## src/hw/rtl/rflt_pkg.sv

```systemverilog
// Shared types and constants for the RTP frame loss tracker.
package rflt_pkg;

    localparam int COUNTER_WIDTH_DEF = 32;
    localparam int LEN_W = 16;
    localparam int STAT_W = 32;

    localparam logic [LEN_W-1:0] RTP_HDR_BYTES = LEN_W'(12);
    localparam logic [LEN_W-1:0] PL_HDR_BYTES = LEN_W'(8);
    localparam logic [LEN_W-1:0] MIN_MEDIA_BYTES = RTP_HDR_BYTES + PL_HDR_BYTES;
    localparam logic [1:0] RTP_VERSION = 2'd2;

    typedef enum logic [3:0] {
        ST_BAD      = 4'd0,
        ST_WAIT     = 4'd1,
        ST_SHORT    = 4'd2,
        ST_DISCARD  = 4'd3,
        ST_LOSS     = 4'd4,
        ST_OOO      = 4'd5,
        ST_ACCEPT   = 4'd6,
        ST_COMPLETE = 4'd7,
        ST_RESYNC   = 4'd8
    } status_t;

    typedef struct packed {
        logic             resync;
        logic [7:0]       header_byte0;
        logic [7:0]       header_byte1;
        logic [15:0]      seq_num;
        logic [31:0]      timestamp;
        logic [LEN_W-1:0] packet_length;
    } hdr_t;

    typedef struct packed {
        status_t           status;
        logic [15:0]       payload_length;
        logic [31:0]       frame_size;
        logic [STAT_W-1:0] rx_packets;
        logic [STAT_W-1:0] lost_packets;
        logic [STAT_W-1:0] out_of_order_count;
        logic [STAT_W-1:0] done_frames;
    } result_t;

endpackage

```

## src/hw/rtl/rflt_in_stage.sv

```systemverilog
// Input register that holds one packet header until the tracker consumes it.
module rflt_in_stage
    import rflt_pkg::*;
(
    input  logic        aclk,
    input  logic        aresetn,
    input  logic        s_tvalid,
    output logic        s_tready,
    input  logic [79:0] s_tdata,
    input  logic        s_tuser,
    input  logic        consume,
    output logic        hdr_valid,
    output hdr_t        hdr
);

    logic valid_reg;
    hdr_t hdr_reg;

    assign s_tready  = !valid_reg || consume;
    assign hdr_valid = valid_reg;
    assign hdr       = hdr_reg;

    always_ff @(posedge aclk) begin
        if (!aresetn) begin
            valid_reg <= 1'b0;
        end else if (s_tready) begin
            valid_reg <= s_tvalid;
        end
    end

    always_ff @(posedge aclk) begin
        if (s_tvalid && s_tready) begin
            hdr_reg.resync          <= s_tuser;
            hdr_reg.header_byte0    <= s_tdata[7:0];
            hdr_reg.header_byte1    <= s_tdata[15:8];
            hdr_reg.seq_num         <= s_tdata[31:16];
            hdr_reg.timestamp       <= s_tdata[63:32];
            hdr_reg.packet_length   <= s_tdata[79:64];
        end
    end

endmodule

```

## src/hw/rtl/rflt_tracker.sv

```systemverilog
// Frame and sequence tracking state with its per-packet decision logic.
module rflt_tracker
    import rflt_pkg::*;
#(
    parameter int COUNTER_WIDTH = COUNTER_WIDTH_DEF
) (
    input  logic    aclk,
    input  logic    aresetn,
    input  logic    fire,
    input  hdr_t    hdr,
    output result_t res
);

    logic                     waiting_sync_reg, waiting_sync_next;
    logic                     frame_open_reg, frame_open_next;
    logic                     discarding_reg, discarding_next;
    logic [15:0]              expected_seq_reg, expected_seq_next;
    logic [31:0]              current_ts_reg, current_ts_next;
    logic [31:0]              frame_bytes_reg, frame_bytes_next;
    logic [COUNTER_WIDTH-1:0] rx_cnt_reg, rx_cnt_next;
    logic [COUNTER_WIDTH-1:0] lost_cnt_reg, lost_cnt_next;
    logic [COUNTER_WIDTH-1:0] ooo_cnt_reg, ooo_cnt_next;
    logic [COUNTER_WIDTH-1:0] frames_cnt_reg, frames_cnt_next;

    logic        marker;
    logic        bad_hdr;
    logic        new_frame;
    logic        disc_eff;
    logic [31:0] base_bytes;
    logic [15:0] seq_diff;
    logic [15:0] seq_plus1;
    logic [15:0] payload;
    logic [32:0] sum;
    status_t     status;

    assign marker    = hdr.header_byte1[7];
    assign bad_hdr   = (hdr.packet_length < RTP_HDR_BYTES)
                    || (hdr.header_byte0[7:6] != RTP_VERSION);
    assign new_frame = !frame_open_reg || (hdr.timestamp != current_ts_reg);
    assign disc_eff  = new_frame ? 1'b0 : discarding_reg;
    assign base_bytes = new_frame ? 32'd0 : frame_bytes_reg;
    assign seq_diff  = hdr.seq_num - expected_seq_reg;
    assign seq_plus1 = hdr.seq_num + 16'd1;
    assign payload   = 16'(hdr.packet_length - MIN_MEDIA_BYTES);
    assign sum       = {1'b0, base_bytes} + 33'(payload);

    always_comb begin
        waiting_sync_next = waiting_sync_reg;
        frame_open_next   = frame_open_reg;
        discarding_next   = discarding_reg;
        expected_seq_next = expected_seq_reg;
        current_ts_next   = current_ts_reg;
        frame_bytes_next  = frame_bytes_reg;
        rx_cnt_next       = rx_cnt_reg;
        lost_cnt_next     = lost_cnt_reg;
        ooo_cnt_next      = ooo_cnt_reg;
        frames_cnt_next   = frames_cnt_reg;
        status            = ST_BAD;
        res.payload_length = 16'd0;

        if (hdr.resync) begin
            waiting_sync_next = 1'b1;
            frame_open_next   = 1'b0;
            discarding_next   = 1'b0;
            expected_seq_next = 16'd0;
            current_ts_next   = 32'd0;
            frame_bytes_next  = 32'd0;
            rx_cnt_next       = '0;
            lost_cnt_next     = '0;
            ooo_cnt_next      = '0;
            frames_cnt_next   = '0;
            status            = ST_RESYNC;
        end else if (!bad_hdr) begin
            rx_cnt_next = rx_cnt_reg + COUNTER_WIDTH'(1);
            if (waiting_sync_reg) begin
                if (marker) begin
                    waiting_sync_next = 1'b0;
                end
                status = ST_WAIT;
            end else if (hdr.packet_length < MIN_MEDIA_BYTES) begin
                status = ST_SHORT;
            end else begin
                // A new timestamp drops whatever partial frame was open.
                frame_open_next  = 1'b1;
                discarding_next  = disc_eff;
                current_ts_next  = hdr.timestamp;
                frame_bytes_next = base_bytes;
                if (disc_eff) begin
                    expected_seq_next = seq_plus1;
                    status            = ST_DISCARD;
                end else if (seq_diff != 16'd0 && !seq_diff[15]) begin
                    lost_cnt_next     = lost_cnt_reg + COUNTER_WIDTH'(seq_diff);
                    frame_bytes_next  = 32'd0;
                    discarding_next   = 1'b1;
                    expected_seq_next = seq_plus1;
                    status            = ST_LOSS;
                end else if (seq_diff != 16'd0) begin
                    ooo_cnt_next = ooo_cnt_reg + COUNTER_WIDTH'(1);
                    status       = ST_OOO;
                end else begin
                    res.payload_length = payload;
                    frame_bytes_next   = sum[32] ? 32'hFFFF_FFFF : sum[31:0];
                    expected_seq_next  = seq_plus1;
                    if (marker) begin
                        frames_cnt_next = frames_cnt_reg + COUNTER_WIDTH'(1);
                        frame_open_next = 1'b0;
                        status          = ST_COMPLETE;
                    end else begin
                        status = ST_ACCEPT;
                    end
                end
            end
        end

        res.status             = status;
        res.frame_size         = frame_bytes_next;
        res.rx_packets         = STAT_W'(rx_cnt_next);
        res.lost_packets       = STAT_W'(lost_cnt_next);
        res.out_of_order_count = STAT_W'(ooo_cnt_next);
        res.done_frames        = STAT_W'(frames_cnt_next);
    end

    always_ff @(posedge aclk) begin
        if (!aresetn) begin
            waiting_sync_reg <= 1'b1;
            frame_open_reg   <= 1'b0;
            discarding_reg   <= 1'b0;
            expected_seq_reg <= 16'd0;
            current_ts_reg   <= 32'd0;
            frame_bytes_reg  <= 32'd0;
            rx_cnt_reg       <= '0;
            lost_cnt_reg     <= '0;
            ooo_cnt_reg      <= '0;
            frames_cnt_reg   <= '0;
        end else if (fire) begin
            waiting_sync_reg <= waiting_sync_next;
            frame_open_reg   <= frame_open_next;
            discarding_reg   <= discarding_next;
            expected_seq_reg <= expected_seq_next;
            current_ts_reg   <= current_ts_next;
            frame_bytes_reg  <= frame_bytes_next;
            rx_cnt_reg       <= rx_cnt_next;
            lost_cnt_reg     <= lost_cnt_next;
            ooo_cnt_reg      <= ooo_cnt_next;
            frames_cnt_reg   <= frames_cnt_next;
        end
    end

`ifndef SYNTHESIS
    a_payload_only_when_taken: assert property (@(posedge aclk) disable iff (!aresetn)
        fire && res.payload_length != 16'd0 |->
            res.status == ST_ACCEPT || res.status == ST_COMPLETE)
        else $error("payload reported for a packet that was not taken into the frame");

    a_resync_clears: assert property (@(posedge aclk) disable iff (!aresetn)
        fire && hdr.resync |=> waiting_sync_reg && !frame_open_reg
            && frame_bytes_reg == 32'd0 && rx_cnt_reg == '0)
        else $error("resync did not clear tracker state");

    a_complete_closes: assert property (@(posedge aclk) disable iff (!aresetn)
        fire && res.status == ST_COMPLETE |=> !frame_open_reg && !discarding_reg)
        else $error("frame still open after completion");

    a_loss_discards: assert property (@(posedge aclk) disable iff (!aresetn)
        fire && res.status == ST_LOSS |=> discarding_reg && frame_bytes_reg == 32'd0)
        else $error("loss did not start discarding");
`endif

endmodule

```

## src/hw/rtl/rflt_out_stage.sv

```systemverilog
// Result register that presents one status word on the master side.
module rflt_out_stage
    import rflt_pkg::*;
(
    input  logic         aclk,
    input  logic         aresetn,
    input  logic         load,
    input  result_t      res,
    output logic         slot_free,
    output logic         m_tvalid,
    input  logic         m_tready,
    output logic [175:0] m_tdata,
    output logic [3:0]   m_tuser
);

    logic    valid_reg;
    result_t res_reg;

    assign slot_free = !valid_reg || m_tready;
    assign m_tvalid  = valid_reg;
    assign m_tuser   = res_reg.status;
    assign m_tdata   = {res_reg.done_frames, res_reg.out_of_order_count,
                        res_reg.lost_packets, res_reg.rx_packets,
                        res_reg.frame_size, res_reg.payload_length};

    always_ff @(posedge aclk) begin
        if (!aresetn) begin
            valid_reg <= 1'b0;
        end else if (load) begin
            valid_reg <= 1'b1;
        end else if (m_tready) begin
            valid_reg <= 1'b0;
        end
    end

    always_ff @(posedge aclk) begin
        if (load) begin
            res_reg <= res;
        end
    end

endmodule

```

## src/hw/rtl/rtp_frame_loss_tracker.sv

```systemverilog
// A header word is held in the input register and its result word in the result register.
// Throughput: one word per cycle while m_tready is high; decision is one compare/add pass.
// The input register refills in the cycle its word moves into the result register.
// Reset (aresetn low, synchronous) empties both registers, clears all statistics and
// frame state, and leaves the tracker waiting for a marker before it syncs.
module rtp_frame_loss_tracker
    import rflt_pkg::*;
#(
    parameter int COUNTER_WIDTH = COUNTER_WIDTH_DEF
) (
    input  logic         aclk,
    input  logic         aresetn,
    input  logic         s_tvalid,
    output logic         s_tready,
    // header_byte0, header_byte1, seq_num, timestamp, packet_length
    input  logic [79:0]  s_tdata,
    // command
    input  logic         s_tuser,
    output logic         m_tvalid,
    input  logic         m_tready,
    // payload_length, frame_size, rx_packets, lost_packets,
    // out_of_order_count, done_frames
    output logic [175:0] m_tdata,
    // status
    output logic [3:0]   m_tuser
);

    logic    hdr_valid;
    hdr_t    hdr;
    logic    slot_free;
    logic    fire;
    result_t res;

    assign fire = hdr_valid && slot_free;

    rflt_in_stage u_in (
        .aclk      (aclk),
        .aresetn   (aresetn),
        .s_tvalid  (s_tvalid),
        .s_tready  (s_tready),
        .s_tdata   (s_tdata),
        .s_tuser   (s_tuser),
        .consume   (fire),
        .hdr_valid (hdr_valid),
        .hdr       (hdr)
    );

    rflt_tracker #(
        .COUNTER_WIDTH (COUNTER_WIDTH)
    ) u_tracker (
        .aclk    (aclk),
        .aresetn (aresetn),
        .fire    (fire),
        .hdr     (hdr),
        .res     (res)
    );

    rflt_out_stage u_out (
        .aclk      (aclk),
        .aresetn   (aresetn),
        .load      (fire),
        .res       (res),
        .slot_free (slot_free),
        .m_tvalid  (m_tvalid),
        .m_tready  (m_tready),
        .m_tdata   (m_tdata),
        .m_tuser   (m_tuser)
    );

endmodule
```

## config.mk

```make
export PLATFORM = sky130hd
export DESIGN_NAME = rtp_frame_loss_tracker
export DESIGN_NICKNAME = d
export VERILOG_FILES = /design/src/hw/rtl/rflt_pkg.sv /design/src/hw/rtl/rflt_in_stage.sv /design/src/hw/rtl/rflt_tracker.sv /design/src/hw/rtl/rflt_out_stage.sv /design/src/hw/rtl/rtp_frame_loss_tracker.sv
export SDC_FILE = /design/constraint.sdc
export NUM_CORES = 1
export LEC_CHECK = 0
export ABC_AREA = 0
export BUFFER_PORTS_ARGS = -buffer_cell sky130_fd_sc_hd__buf_4
export CORE_ASPECT_RATIO = 1.5
export CORE_UTILIZATION = 49
export DETAILED_ROUTE_END_ITERATION = 16
export GPL_TIMING_DRIVEN = 0
export PLACE_DENSITY_LB_ADDON = 0.3
export SYNTH_ARGS = -nofsm -noshare
export SYNTH_HDL_FRONTEND = slang
export SYNTH_SLANG_ARGS = --single-unit
```

## constraint.sdc

```tcl
create_clock -name aclk -period 8.5 [get_ports aclk]
set_clock_uncertainty 0.1 [all_clocks]
set_input_delay 1.7 -clock aclk [delete_from_list [all_inputs] [get_ports aclk]]
set_output_delay 1.7 -clock aclk [all_outputs]
set_load 0.005 [all_outputs]
```

==> results.tsv <==
metric	value	unit
layout net count	2932	
Post-synth EDFFs	248	
routed len/inst	21.3	um
layout cells sized above 1	0.129	
Mapped Nets	2628	
Die H	272	um
grt ovf	0	
initial antenna violation count	1	
Cells after DPL	3348	
Final Wtd Congestion	0.992	
Synth async-reset ratio	0	
cell mode on critical path	clkbuf_1	
Worst-Skew Late Latency	0.57	ns
Vias	20500	
TNS Setup	0	ns
slowest stage delay, CP	0.65	ns
Synth area leaders	edfxtp_1 31%, dfxtp_1 18%, xnor2_1 3.8%	
H-tree Lvls	2	
Vias/cell	5.98	
WHS Path Cells	2	
Fill cells	4119	
Crit Path Class	reg -> reg	
most frequent cells after synthesis	248 x edfxtp_1, 229 x nand2_1, 213 x dfxtp_1, 213 x nor2_1, 173 x o21ai_0	
Req. time, crit path	8.68	ns
CTS tree	done	
hold buffers post-CTS	0	
initial DRC count	1699	
share of the yosys chip area belonging to registers	0.491	
pin count of the biggest net entering global routing	69	
Inserted Diodes	0	
port bufs	253	
DP HPWL	55.0	mm
clk sinks	461	
Starting Density	0.499	
Synth Cell Area	23800	sq um
area delta synth->final	17.8	%
Std-Cell Rows	98	
Max clock buf depth	3	
Post-Syn Instances	2489	
startpoint types	flip-flop	
Worst Max-Slew Pin Slew	1.11	ns
postcts setup bufs	0	
post-CTS sizing	0	
status	finished clean	
VDD IR-drop max	0.000155	V
1st-pass router iterations	6	
worst path arrival time	8.09	ns
share of the synthesized area in the top cell type	0.312	
fmax	126	MHz
WHS	0.368	ns
first-pass GRT wire length	111	mm
Die X	182	um
minimum clock period	7.91	ns
Reg-to-Reg Start	u_in.hdr[20]	
Distinct cells, synth	94	
clk root buf	clkbuf_16	
Post-Route WL	73.2	mm
CP cell instances	xor2_1 -> or4b_1 -> or4_1 -> nor3_1 -> clkbuf_1 -> clkbuf_1 -> clkbuf_1 -> and2_1 -> ha_1 -> inv_1 -> fa_1 -> nor2b_1 -> o31a_1 -> o2111a_1 -> o211a_1 -> nor3_1 -> o31ai_2 -> nor4b_4 -> buf_4 -> a21oi_1 -> a2111oi_0	
P per Cell Area	174	nW/um^2
final std cells w/o fill	3428	
RSZ-0062 raised after global routing	false	
post-layout util	0.587	
Hold Path Class	reg -> reg	
Synthesis Warnings	0	
drc violations	0	
vias in the first global route	19800	
placed cell areas	26600	sq um
P_leak	9.78	nW
cts bufs inserted	43	
Relative slew margins	0.261	
R2R Setup Slk	0.59	ns
Final Instance Area	28100	sq um
Critical path buffers and inverters	5	
Reg2Reg Depth	21	
dominant synthesized flop cell	edfxtp_1	
max_cap viols	0	
Clock transition at path regs	0.06	ns
DRT antenna net count	0	
endpoints failing setup	0	
max-slew violation count	0	
delay-heaviest family, CP	simple AND/OR/NAND/NOR gates	
crit share post-route	0.930	
hold path endpoint	u_tracker.expected_seq_reg[9]	
number of synthesized register bits	461	
Avg Cell Area, Syn	9.58	sq um
CP max stage cell	nor4b_4	
total track usage	0.290	
number of flip-flops in the largest register	176	
RR Endpoint	u_out.m_tdata[32]	
Max FO, Critical Path	10	
Hold Fails Final Rpt	0	
largest area contributor in the netlist	edfxtp_1	
critical path endpoint category	flip-flop	
IO Count	267	
die area	49600	sq um
top-count cell post-synth	edfxtp_1	
Min-Delay Startpoint	u_tracker.expected_seq_reg[9]	
Core Area	47800	sq um
## cell usage in the layout (no fill, tap or decap), types with 17 or more instances in the layout
master,instances
nor2b_1,78
and2_1,32
inv_1,65
nand3_1,84
nor2_1,213
o21ai_0,173
dfxtp_1,213
nand2b_1,20
or3_1,47
xnor2_1,104
a21boi_0,36
nor3_1,51
nand4_1,38
a21o_1,20
xor2_1,98
a22oi_1,50
edfxtp_1,248
nand2_1,229
o31ai_1,38
a21oi_1,125
a22o_1,17
buf_4,256
and3_1,50
clkbuf_16,45
clkbuf_1,133
a31oi_1,33
ha_1,51
## power by group
part | internal, mW | switching (mW) | leakage (nW)
registers | 2.40 | 0.0327 | 4.02
clock network | 1.17 | 0.877 | 0.718
logic | 0.155 | 0.252 | 5.04
total | 3.73 | 1.16 | 9.78
## stage by stage
stage                     power [mW]  worst slack [ns]
after floorplan                 2.70             0.101
after global placement          2.89             -2.84
after detailed placement        2.89             0.851
after CTS                       4.92             0.770
after global routing            5.04             0.311
final                           4.89             0.592
## layout make-up
cell class / count / area, sq um / area share
flip-flops and latches: 461 / 11700 / 0.417
well taps: 600 / 751 / 0.0267
clock buffers: 55 / 1180 / 0.0421
plain buffers: 141 / 556 / 0.0198
inverters: 67 / 251 / 0.00895
clock inverters: 25 / 294 / 0.0105
repair buffers: 259 / 2000 / 0.0710
multi-input cells: 1820 / 11300 / 0.404
## routing by layer
metal,up-vias,GRT usage,wire length [um]
met5,-,0,0
met4,0,0.154,3900
met3,212,0.0356,4090
met2,836,0.530,37300
met1,9803,0.328,27900
li1,9643,-,-
## cells by family (layout without fill, tap and decap cells)
logic type | Yosys count | count (layout) | synth area share
flip-flops | 461 | 461 | 0.491
multiplexers | 8 | 8 | 0.00346
buffers and inverters | 208 | 547 | 0.0338
AND/OR/NAND/NOR | 926 | 926 | 0.197
XOR/XNOR | 202 | 202 | 0.0742
adder cells (fa/ha/maj) | 55 | 55 | 0.0297
AO/OA/AOI/OAI | 629 | 629 | 0.171
## tightest hold or removal path, stage by stage (launching register included)
cell      delay, ns
dfxtp_1        0.31
nand2_1        0.05
a21boi_0       0.06
## worst max-delay path by stage
| stage | from | slack (ns) | cells past startpoint | to |
|---|---|---|---|---|
| finish | u_in.hdr[20] | 0.59 | 21 | u_out.m_tdata[32] |
| global route | u_in.hdr[20] | 0.31 | 21 | u_out.m_tdata[32] |
| CTS | u_in.hdr[20] | 0.77 | 21 | u_out.m_tdata[32] |
| detailed placement | u_in.hdr[20] | 0.85 | 21 | u_out.m_tdata[32] |
| global placement | m_tready | -2.84 | 8 | u_out.m_tdata[8] |
| floorplan | m_tready | 0.10 | 7 | u_out.m_tdata[0] |
(Power assumes the default switching activity.)
